### src/rtl/hric_pkg.sv
`default_nettype none

package hric_pkg;

   typedef enum logic [1:0] {
      MODE_BANDS  = 2'd0,
      MODE_RANGE  = 2'd1,
      MODE_SCALED = 2'd2
   } mode_type;

   localparam logic [1:0] CSR_MODE       = 2'd0;
   localparam logic [1:0] CSR_TARGET     = 2'd1;
   localparam logic [1:0] CSR_RANGE_LOW  = 2'd2;
   localparam logic [1:0] CSR_RANGE_HIGH = 2'd3;

   localparam logic [1:0] RST_MODE       = 2'd0;
   localparam logic [7:0] RST_TARGET     = 8'd120;
   localparam logic [7:0] RST_RANGE_LOW  = 8'd100;
   localparam logic [7:0] RST_RANGE_HIGH = 8'd140;

   localparam logic [7:0] INCLINE_MAX  = 8'd150;
   localparam logic [7:0] INCLINE_STEP = 8'd10;
   localparam logic [7:0] LOSS_TICKS   = 8'd60;
   localparam logic [7:0] COUNT_MAX    = 8'd255;

   localparam logic [7:0] DWELL_SLOW = 8'd30;
   localparam logic [7:0] DWELL_MID  = 8'd15;
   localparam logic [7:0] DWELL_FAST = 8'd10;

   // offsets around the target in mode 0, and the half band of mode 2
   localparam logic [8:0] BAND_DEAD     = 9'd2;
   localparam logic [8:0] BAND_NEAR     = 9'd3;
   localparam logic [8:0] BAND_MID_IN   = 9'd10;
   localparam logic [8:0] BAND_MID_OUT  = 9'd11;
   localparam logic [8:0] BAND_FAR_IN   = 9'd25;
   localparam logic [8:0] BAND_FAR_OUT  = 9'd26;
   localparam logic [8:0] SCALED_HALF   = 9'd3;
   localparam logic [8:0] SCALED_LOW_UP = 9'd4;

   localparam logic [15:0] PCT_SCALE = 16'd100;

   typedef struct packed {
      logic ctrl;   // mode performs control, dwell advances
      logic hold;   // inside the band, clear dwell
      logic up;     // step incline up
      logic down;   // step incline down
   } decision_type;

endpackage

`default_nettype wire

### src/rtl/heart_rate_incline_controller.sv
// Path: an accepted request word goes through the input register, then the response
//   register, where it is held while rsp_stall holds the response.
// Throughput: one word per cycle unless rsp_stall holds the response; dwell and lost
//   counters update as a word leaves the input register, so the next word sees them at once.
// Reset (synchronous, active high): clears valids and counters, loads register defaults.
`default_nettype none

module heart_rate_incline_controller (
   input  wire logic       clock,
   input  wire logic       reset,
   input  wire logic       csr_write_en,
   input  wire logic [1:0] csr_index,
   input  wire logic [7:0] csr_wdata,
   input  wire logic       req_valid,
   output logic            req_stall,
   input  wire logic [7:0] req_heart_rate,
   input  wire logic [7:0] req_current_incline,
   input  wire logic [7:0] req_rate_percent,
   output logic            rsp_valid,
   input  wire logic       rsp_stall,
   output logic [7:0]      rsp_new_incline,
   output logic            rsp_incline_changed,
   output logic            rsp_pulse_lost
);

   logic [1:0]  mode_ff;
   logic [7:0]  target_ff;
   logic [7:0]  range_low_ff;
   logic [7:0]  range_high_ff;

   logic        s1_valid_ff;
   logic [7:0]  s1_heart_rate_ff;
   logic [7:0]  s1_incline_ff;
   logic [15:0] s1_product_ff;
   logic [15:0] s1_product_in;

   logic [7:0]  dwell_ff;
   logic [7:0]  dwell_in;
   logic [7:0]  lost_ff;
   logic [7:0]  lost_in;

   logic        rsp_valid_ff;
   logic [7:0]  rsp_incline_ff;
   logic [7:0]  rsp_incline_in;
   logic        rsp_changed_ff;
   logic        rsp_changed_in;
   logic        rsp_lost_ff;
   logic        rsp_lost_in;

   logic        advance;
   logic        req_take;

   hric_pkg::decision_type decision;

   assign advance   = !rsp_valid_ff || !rsp_stall;
   assign req_stall = s1_valid_ff && !advance;
   assign req_take  = req_valid && !req_stall;

   // target only changes while idle (a rule for the user, not enforced here), so the product can be formed on entry
   assign s1_product_in = 16'(req_rate_percent) * 16'(target_ff);

   hric_band u_band (
      .mode           (mode_ff),
      .target_rate    (target_ff),
      .range_low      (range_low_ff),
      .range_high     (range_high_ff),
      .heart_rate     (s1_heart_rate_ff),
      .scaled_product (s1_product_ff),
      .dwell          (dwell_ff),
      .decision       (decision)
   );

   hric_incline u_incline (
      .heart_rate      (s1_heart_rate_ff),
      .current_incline (s1_incline_ff),
      .decision        (decision),
      .dwell           (dwell_ff),
      .lost_count      (lost_ff),
      .new_incline     (rsp_incline_in),
      .incline_changed (rsp_changed_in),
      .pulse_lost      (rsp_lost_in),
      .dwell_next      (dwell_in),
      .lost_next       (lost_in)
   );

   always_ff @(posedge clock) begin
      if (reset) begin
         mode_ff       <= hric_pkg::RST_MODE;
         target_ff     <= hric_pkg::RST_TARGET;
         range_low_ff  <= hric_pkg::RST_RANGE_LOW;
         range_high_ff <= hric_pkg::RST_RANGE_HIGH;
      end else if (csr_write_en) begin
         case (csr_index)
            hric_pkg::CSR_MODE:       mode_ff       <= csr_wdata[1:0];
            hric_pkg::CSR_TARGET:     target_ff     <= csr_wdata;
            hric_pkg::CSR_RANGE_LOW:  range_low_ff  <= csr_wdata;
            hric_pkg::CSR_RANGE_HIGH: range_high_ff <= csr_wdata;
            default: ;
         endcase
      end
   end

   always_ff @(posedge clock) begin
      if (reset) begin
         s1_valid_ff  <= 1'b0;
         rsp_valid_ff <= 1'b0;
         dwell_ff     <= 8'd0;
         lost_ff      <= 8'd0;
      end else begin
         if (req_take) begin
            s1_valid_ff <= 1'b1;
         end else if (advance) begin
            s1_valid_ff <= 1'b0;
         end
         if (advance) begin
            rsp_valid_ff <= s1_valid_ff;
         end
         // commit counters as the word moves into the response register
         if (s1_valid_ff && advance) begin
            dwell_ff <= dwell_in;
            lost_ff  <= lost_in;
         end
      end
   end

   always_ff @(posedge clock) begin
      if (req_take) begin
         s1_heart_rate_ff <= req_heart_rate;
         s1_incline_ff    <= req_current_incline;
         s1_product_ff    <= s1_product_in;
      end
      if (s1_valid_ff && advance) begin
         rsp_incline_ff <= rsp_incline_in;
         rsp_changed_ff <= rsp_changed_in;
         rsp_lost_ff    <= rsp_lost_in;
      end
   end

   assign rsp_valid           = rsp_valid_ff;
   assign rsp_new_incline     = rsp_incline_ff;
   assign rsp_incline_changed = rsp_changed_ff;
   assign rsp_pulse_lost      = rsp_lost_ff;

endmodule

`default_nettype wire

### src/rtl/hric_band.sv
`default_nettype none

module hric_band (
   input  wire logic [1:0]  mode,
   input  wire logic [7:0]  target_rate,
   input  wire logic [7:0]  range_low,
   input  wire logic [7:0]  range_high,
   input  wire logic [7:0]  heart_rate,
   input  wire logic [15:0] scaled_product,
   input  wire logic [7:0]  dwell,
   output hric_pkg::decision_type decision
);

   logic [8:0]  h9;
   logic [8:0]  t9;
   logic [15:0] low_bound;
   logic [15:0] high_bound;
   logic        dw_slow_eq;
   logic        dw_slow_ge;
   logic        dw_mid_eq;
   logic        dw_mid_ge;
   logic        dw_fast_ge;
   logic        up_near;
   logic        up_mid;
   logic        up_far;
   logic        scaled_below;
   logic        scaled_above;

   assign h9 = {1'b0, heart_rate};
   assign t9 = {1'b0, target_rate};

   assign dw_slow_eq = (dwell == hric_pkg::DWELL_SLOW);
   assign dw_slow_ge = (dwell >= hric_pkg::DWELL_SLOW);
   assign dw_mid_eq  = (dwell == hric_pkg::DWELL_MID);
   assign dw_mid_ge  = (dwell >= hric_pkg::DWELL_MID);
   assign dw_fast_ge = (dwell >= hric_pkg::DWELL_FAST);

   assign up_near = (h9 + hric_pkg::BAND_MID_IN > t9) && (h9 + hric_pkg::BAND_NEAR < t9);
   assign up_mid  = (h9 + hric_pkg::BAND_FAR_IN > t9) && (h9 + hric_pkg::BAND_MID_OUT < t9);
   assign up_far  = (h9 + hric_pkg::BAND_FAR_OUT < t9);

   // scaled band: compare 100*h against target*percent instead of dividing
   assign low_bound  = 16'(h9 + hric_pkg::SCALED_LOW_UP) * hric_pkg::PCT_SCALE;
   assign high_bound = 16'(h9 - hric_pkg::SCALED_HALF) * hric_pkg::PCT_SCALE;
   assign scaled_below = (scaled_product >= low_bound);
   assign scaled_above = (h9 >= hric_pkg::SCALED_HALF) && (high_bound > scaled_product);

   always_comb begin
      decision = '0;
      case (mode)
         hric_pkg::MODE_BANDS: begin
            decision.ctrl = 1'b1;
            decision.hold = (h9 + hric_pkg::BAND_DEAD >= t9) &&
                            (h9 <= t9 + hric_pkg::BAND_DEAD);
            decision.up   = (up_near && dw_slow_eq) || (up_mid && dw_mid_ge) ||
                            (up_far && dw_fast_ge);
            decision.down = !decision.up && (h9 >= t9 + hric_pkg::BAND_NEAR) && dw_mid_ge;
         end
         hric_pkg::MODE_RANGE: begin
            decision.ctrl = 1'b1;
            decision.hold = (heart_rate >= range_low) && (heart_rate <= range_high);
            // inverted range: up has priority over down, so only one fires
            decision.up   = (heart_rate < range_low) && dw_slow_eq;
            decision.down = !decision.up && (heart_rate > range_high) && dw_slow_ge;
         end
         hric_pkg::MODE_SCALED: begin
            decision.ctrl = 1'b1;
            decision.hold = !scaled_below && !scaled_above;
            decision.up   = scaled_below && dw_mid_eq;
            decision.down = scaled_above && dw_mid_ge;
         end
         default: decision = '0;
      endcase
   end

endmodule

`default_nettype wire

### src/rtl/hric_incline.sv
`default_nettype none

module hric_incline (
   input  wire logic [7:0]           heart_rate,
   input  wire logic [7:0]           current_incline,
   input  wire hric_pkg::decision_type decision,
   input  wire logic [7:0]           dwell,
   input  wire logic [7:0]           lost_count,
   output logic      [7:0]           new_incline,
   output logic                      incline_changed,
   output logic                      pulse_lost,
   output logic      [7:0]           dwell_next,
   output logic      [7:0]           lost_next
);

   logic [7:0] inc_clamped;
   logic [8:0] inc_raised;
   logic       no_pulse;

   assign no_pulse    = (heart_rate == 8'd0);
   assign inc_clamped = (current_incline > hric_pkg::INCLINE_MAX) ?
                        hric_pkg::INCLINE_MAX : current_incline;
   assign inc_raised  = {1'b0, inc_clamped} + {1'b0, hric_pkg::INCLINE_STEP};

   always_comb begin
      new_incline     = inc_clamped;
      incline_changed = 1'b0;
      pulse_lost      = 1'b0;
      dwell_next      = dwell;
      lost_next       = lost_count;
      if (no_pulse) begin
         if (lost_count >= hric_pkg::LOSS_TICKS) begin
            pulse_lost      = 1'b1;
            new_incline     = 8'd0;
            incline_changed = 1'b1;
         end
         if (lost_count != hric_pkg::COUNT_MAX) begin
            lost_next = lost_count + 8'd1;
         end
      end else begin
         lost_next = 8'd0;
         if (decision.up && inc_clamped < hric_pkg::INCLINE_MAX) begin
            new_incline     = (inc_raised > {1'b0, hric_pkg::INCLINE_MAX}) ?
                              hric_pkg::INCLINE_MAX : inc_raised[7:0];
            incline_changed = 1'b1;
         end else if (decision.down && inc_clamped != 8'd0) begin
            new_incline     = (inc_clamped < hric_pkg::INCLINE_STEP) ?
                              8'd0 : inc_clamped - hric_pkg::INCLINE_STEP;
            incline_changed = 1'b1;
         end
         if (decision.ctrl) begin
            // band hold or a step restarts dwell from zero before the increment
            dwell_next = (decision.hold || decision.up || decision.down) ?
                         8'd1 : dwell + 8'd1;
         end
      end
   end

endmodule

`default_nettype wire

### config.mk
export PLATFORM = sky130hd
export DESIGN_NAME = heart_rate_incline_controller
export DESIGN_NICKNAME = d
export VERILOG_FILES = /design/src/rtl/hric_pkg.sv /design/src/rtl/heart_rate_incline_controller.sv /design/src/rtl/hric_band.sv /design/src/rtl/hric_incline.sv
export SDC_FILE = /design/constraint.sdc
export NUM_CORES = 1
export LEC_CHECK = 0
export BUFFER_PORTS_ARGS = -buffer_cell sky130_fd_sc_hd__buf_4
export CAP_MARGIN = 20
export CORE_MARGIN = 10
export CORE_UTILIZATION = 31
export CTS_CLUSTER_SIZE = 8
export DETAILED_ROUTE_END_ITERATION = 12
export GPL_TIMING_DRIVEN = 0
export SLEW_MARGIN = 25
export SYNTH_ARGS = -nofsm -noshare
export SYNTH_HDL_FRONTEND = slang
export SYNTH_SLANG_ARGS = --single-unit
export TNS_END_PERCENT = 20
### constraint.sdc
create_clock -name clock -period 6 [get_ports clock]
set_input_delay 0.6 -clock clock [delete_from_list [all_inputs] [get_ports clock]]
set_output_delay 0.6 -clock clock [all_outputs]
set_load 0.02 [all_outputs]
Word level (Yosys, flattened, before mapping)
Cells that the tools add are included.
Cells by class
  add/sub/neg operators: 14
  multipliers: 3
  divide/modulo/power cells: 0
  magnitude comparators: 23
  eq/ne operators: 9
  shifts and indexed selects: 0
  muxes and demuxes: 17
  bitwise gates (word level): 1
  reductions and logical operators: 45
Operator list (number)
  $mux W8: 10
  $add A8 B2 Y9 const B: 4
  $mul A16 B5 Y14 const B: 2
  $add A8 B4 Y9 const B: 3
  $lt A9 B8 Y1: 3
  $logic_and A1 B1 Y1: 21
  $add A8 B5 Y9 const B: 2
  $gt A9 B8 Y1: 2
  $add A8 B1 Y8 const B: 2
  $ge A16 B16 Y1: 1
  $ge A8 B4 Y1 const B: 2
  $gt A16 B16 Y1: 1
  $mul A8 B8 Y16: 1
  $pmux W4 S3: 1
  $reduce_and A2 Y1: 5
  $add A8 B3 Y9 const B: 1
  $ge A8 B9 Y1: 1
  $ge A9 B8 Y1: 1
  $gt A9 B8 Y1 const B: 1
  $le A8 B9 Y1: 1
  $sub A8 B2 Y9 const B: 1
  $eq A8 B4 Y1 const B: 1
  $eq A8 B5 Y1 const B: 1
  $ge A8 B2 Y1 const B: 1
  23 further kinds: 43
Word-level totals
  register bits: 86
  bits in latches: 0
  memory bits (writable): 0
  memory bits (read-only): 0
  input port bits: 39
  output and inout bits: 12
  memories: 0

Depth between registers and ports, before layout
  depth in word-level cells: 14
  gate-level depth with buffers: 32

Cells and area by module
Synthesis repeated with hierarchy kept, for this count alone.
Second synthesis, totals
  cell total of the unflattened synthesis: 1314
  area, all modules: 11090.6 um^2
Modules (own cells, without submodules)
  heart_rate_incline_controller: times used 1, cells each 493, area each 5042.3 um^2, seq. area each 2142.1 um^2
  hric_band: times used 1, cells each 631, area each 4874.7 um^2, seq. area each 0.0 um^2
  hric_incline: times used 1, cells each 190, area each 1173.6 um^2, seq. area each 0.0 um^2

Worst setup path after synthesis
Ideal clock, no wire load.
  path type: reg2reg
  start point: register s1_heart_rate_ff[2]
  end point: register rsp_incline_ff[6] (netlist: rsp_new_incline[6]), data pin
  setup time: 0.269 ns
  arrival: 6.166 ns
  setup slack: -0.435 ns
  stages on the path, launching flop included: 30
  path buffers: 2
  clock period less this slack: 6.435 ns
  path through: edfxtp_1 buf_2 inv_1 ha_1 a21oi_1 nor3b_1 xor2_1 ha_1 ha_1 inv_1 fa_1 inv_1 ha_1 a21oi_1 nor2b_1 o21a_1 o21ai_0 nor2_1 o22ai_1 ha_1 and4_1 and4_1 a32o_1 a21o_1 and2_1 o31ai_4 buf_6 nand4_1 a311oi_1 o22ai_1
On the way
  cells in the longest elaborated chain, start to end: 14
  elaborated cells between the ends (all ways): 44
  those cells by class: add/sub (7); mul (2); order compare (11); mux (4); reduce/logical (20)
Ends and longest elaborated chain
  start, declared: RTL line heart_rate_incline_controller.sv:32  | logic [7:0] s1_heart_rate_ff;
  start signal, assigned: RTL line heart_rate_incline_controller.sv:128  | s1_heart_rate_ff <= req_heart_rate;
  parallel branches: the longest is 13 deep, another holds $mul A16 B5 Y14
  $mux W8 *: RTL line hric_incline.sv:31  | if (no_pulse) begin
  via rsp_incline_in[6]: RTL line heart_rate_incline_controller.sv:44  | logic [7:0] rsp_incline_in;
  end signal, assigned: RTL line heart_rate_incline_controller.sv:133  | rsp_incline_ff <= rsp_incline_in;
  end, declared: RTL line heart_rate_incline_controller.sv:43  | logic [7:0] rsp_incline_ff;
Mark *: on every way through the listed nets, which the timed path passes.
A chain may end at the register's enable or synchronous reset.

Final worst setup path
  start point: register s1_heart_rate_ff[1]
  end point: register rsp_incline_ff[6] (netlist: rsp_new_incline[6]), data pin
The elaborated chain is that of the path after synthesis.

==> results.toml <==
[final_layout]
finalInstanceArea_um2 = 12700
antenna_cells = 0
finalNetCount = 1618
layout-drive-gt1-share_pct = 15.3
area_growth_pct = 19.7

[sta]
fin_skew_ns = 0.0142
tightest_slew_ns = 0.634
drv_slew = 0
fmax_mhz = 162
setup_viol = 6
slew_headroom_pct = 57.8
period_share_pct = 103
finalHoldViolCount = 0
rsz0062_at_grt = "yes"
finalCriticalPeriod_ns = 6.18
final.setup.worst_slack_ns = -0.177

[yosys]
netlist_area_um2 = 10600
syn_nets = 1508
syn_inst = 1219
ys_seq_elements = 86
asyncSetResetFlopFracSynth_pct = 0
synth_fa_ha_area_share_pct = 33.0
yosys_most_used_dff = "dfxtp_1"
yosysUniqueCellTypes = 74
synth_top_family_by_area = "adder cells"
muxShareOfSynthArea_pct = 0.567
synth_compound_area_share_pct = 14.2
avgSynthCellArea_um2 = 8.69
synthXorXnorAreaFrac_pct = 7.69
yosys_warnings = 0
synth-simple-area-share_pct = 17.3
synth_edf_count = 42
synth-seq-area-share_pct = 20.2

[setup_path]
crit_path_end_kind = "flip-flop"
worstRegToRegCells = 27
crit_arrival_ns = 6.27
r2r-end = "rsp_new_incline[6]"
rrSetupSlack_ns = -0.18
critical_path_class = "flip-flop to flip-flop"
reg2reg_from = "s1_heart_rate_ff[1]"
cp-start-kind = "flip-flop"
required_ns = 6.10
critPathMaxFanout = 6

[global_route]
grt_pass1_wl_um = 44700
grt_pass1_vias = 9035
grt_usage_pct = 13.0
grt_max_degree = 21
antenna_found_initial = 0
overflow = 0

[drt]
antenna_left = 0
vias = 8967
wl_per_cell_um = 15.4
wirelength_um = 27400
drtIter0Drc = 451
drc = 0
dr.pass1.iters = 5
vias_per_cell = 5.03

[clock_network]
cts_root_buf = "clkbuf_16"
cts_tree = "built"
htree_levels = 3
cts.clk_slew.worst_paths_ns = 0.07
cts_buffers = 9
clk_latency_ns = 0.37
hold_buffers = 0
cts_sinks = 86
clockBufferDepth = 2

[outcome]
violations = "setup timing"
outcome = "finished, violations left"

[power]
power.leakage_nw = 5.87
power_density_nw_per_um2 = 227
power_mw = 2.88
ir_drop_mv = 0.148

[floorplanning]
start_util_pct = 31.5
die_h_um = 205
core_um2 = 33600
die-area_um2 = 42000
die_w_um = 205
core.rowCount = 67
ioPinCount = 51

[place]
gp_congestion = 0.892
post-dp-hpwl_um = 21500
dpl_worst_slack_ns = -1.19
port_buffers = 50
place_area_um2 = 11700

[job]
drv_cap = 0

[min_path]
hold_start = "req_current_incline[2]"
hold_path.class = "input pin to flip-flop"
hold_depth = 1
hold_end = "s1_incline_ff[2]"
[what timing repair did]
| item | CTS | global route |
|---|---|---|
| buffers inserted | 39 | 9 |
| endpoints found under the hold margin | 0 | 0 |
| pin swaps | 39 | 30 |
| resized for setup | 53 | 28 |
| setup endpoints to repair | 17 | 17 |
[synth_stat cells (all sizes together) (2+ instances only)]
library cell  instances  area, µm²
nor3                 25        130
ha                  202       2530
o21bai                6       45.0
fa                   48        961
nand3b                7       52.6
nor4                  3       33.8
xor2                 33        289
inv                 155        582
and2                 39        244
o211ai                4       35.0
a311oi                3       26.3
o31ai                 4       43.8
dfxtp                44        881
a211o                 4       35.0
and4                  3       26.3
a31oi                 9       56.3
a22oi                 2       15.0
mux2i                 6       60.1
o21a                 12       90.1
or3                   6       47.5
o2111ai               5       43.8
nor3b                 4       30.0
a21o                 19        143
o22ai                 6       37.5
nor2b                12       75.1
a2111oi               2       36.3
nand4b                5       43.8
nor2                 66        250
o21ai                52        260
nand2b               18        113
a21boi                5       37.5
nand4                19        119
and3                 16        105
a21oi                71        355
edfxtp               42       1260
buf                   8       52.6
a221oi                2       17.5
or2                   5       31.3
nand2               105        394
a211oi               11       82.6
nand3                23        115
xnor2                60        526
clkbuf               28        105
[critical path, stage by stage (launching register included)]
cell,delay [ns]
edfxtp_1,0.53
ha_4,0.24
a21oi_4,0.15
nor3b_4,0.32
xor2_2,0.27
ha_1,0.31
ha_4,0.28
inv_2,0.03
fa_1,0.50
inv_2,0.05
ha_4,0.27
inv_2,0.03
o21bai_1,0.17
a21oi_2,0.08
o21bai_1,0.15
a21oi_1,0.10
xnor2_1,0.19
ha_1,0.27
and4_4,0.17
and4_1,0.16
a32o_2,0.23
a21o_4,0.21
and2_4,0.16
o31ai_4,0.27
buf_6,0.18
nand4_1,0.17
a311oi_1,0.29
o22ai_1,0.12
[worst max path at each step]
| stage | end | from | cells past startpoint | slack (ns) |
|---|---|---|---|---|
| 2_1_floorplan | rsp_new_incline[0] | s1_heart_rate_ff[2] | 29 | 0.01 |
| 3_3_place_gp | rsp_new_incline[6] | s1_heart_rate_ff[4] | 29 | -1.14 |
| 3_5_place_dp | rsp_new_incline[6] | s1_heart_rate_ff[4] | 29 | -1.19 |
| 4_1_cts | rsp_new_incline[6] | s1_heart_rate_ff[2] | 29 | -0.26 |
| 5_1_grt | rsp_new_incline[4] | s1_heart_rate_ff[2] | 30 | -0.40 |
| 6_report | rsp_new_incline[6] | s1_heart_rate_ff[1] | 27 | -0.18 |
[cell usage in the layout, fill, tap and decap left out, types with 5 or more instances in the layout]
master | Yosys | layout
a21o_1 | 19 | 18
nor3_1 | 24 | 22
o2111ai_1 | 5 | 5
mux2i_1 | 6 | 6
xor2_1 | 33 | 29
a211oi_1 | 11 | 11
o22ai_1 | 6 | 5
nand4b_1 | 5 | 5
inv_2 | 0 | 6
clkbuf_1 | 28 | 22
buf_6 | 2 | 8
and3_1 | 15 | 15
inv_1 | 155 | 146
nand2b_1 | 18 | 18
nand3b_1 | 7 | 7
nand2_1 | 105 | 101
nand4_1 | 19 | 19
dfxtp_1 | 44 | 44
nor2b_1 | 12 | 11
a21oi_1 | 71 | 61
ha_1 | 202 | 192
ha_4 | 0 | 10
edfxtp_1 | 42 | 42
nand3_1 | 23 | 23
o21a_1 | 12 | 12
nor2_1 | 65 | 62
xnor2_1 | 60 | 55
a31oi_1 | 9 | 9
fa_1 | 48 | 48
o21ai_0 | 52 | 49
and2_1 | 39 | 38
buf_4 | 1 | 95
clkbuf_16 | 0 | 9
a21oi_2 | 0 | 7
or2_2 | 5 | 5
o21bai_1 | 6 | 6
[where the power goes]
group	switching [mW]	internal, mW
sequential	0.0433	0.699
combinational	0.842	0.736
clock	0.267	0.293
total	1.15	1.73
[layout make-up]
class                   count  area, µm²
flip-flops and latches     86       2140
plain buffers              35        191
well taps                 448        561
clock inverters             7       72.6
clock buffers               9        225
fillers                  3354      20900
repair buffers            100        806
inverters                 156        602
multi-input cells         941       8090
[kinds of logic after synthesis]
logic type	count (synthesis)
AOI/OAI and AO/OA	232
buffers and inverters	192
xor gates and xnor gates	93
and+or+nand+nor	359
muxes	6
DFF	86
adders and majority gates	251
[stage by stage]
step / instances / utilization, % / TNS (ns) / hold WS [ns]
6_report: 1782 / 37.7 / -0.610 / 0.409
5_1_grt: 1782 / 37.7 / -2.55 / 0.394
4_1_cts: 1773 / 37.1 / -1.18 / 0.389
3_5_place_dp: 1719 / 34.7 / -14.98 / 0.453
3_3_place_gp: 1717 / 34.5 / -13.53 / 0.446
2_1_floorplan: 1219 / - / 0 / 0.436
[per-layer routing]
layer | routed length, µm | track usage [%] | up-vias
li1 | - | - | 4433
met1 | 12200 | 16.1 | 4269
met2 | 13300 | 22.7 | 217
met3 | 1170 | 1.85 | 48
met4 | 705 | 4.33 | 0
met5 | 0 | 0 | -
[sequential cells by signal (all words and copies together), names as in the netlist]
name	count
s1_incline_ff	8
rsp_new_incline	8
s1_valid_ff	1
rsp_pulse_lost	1
lost_ff	8
range_low_ff	8
s1_product_ff	16
mode_ff	2
rsp_valid	1
s1_heart_rate_ff	8
target_ff	8
dwell_ff	8
rsp_incline_changed	1
range_high_ff	8
(Power assumes the default switching activity.)
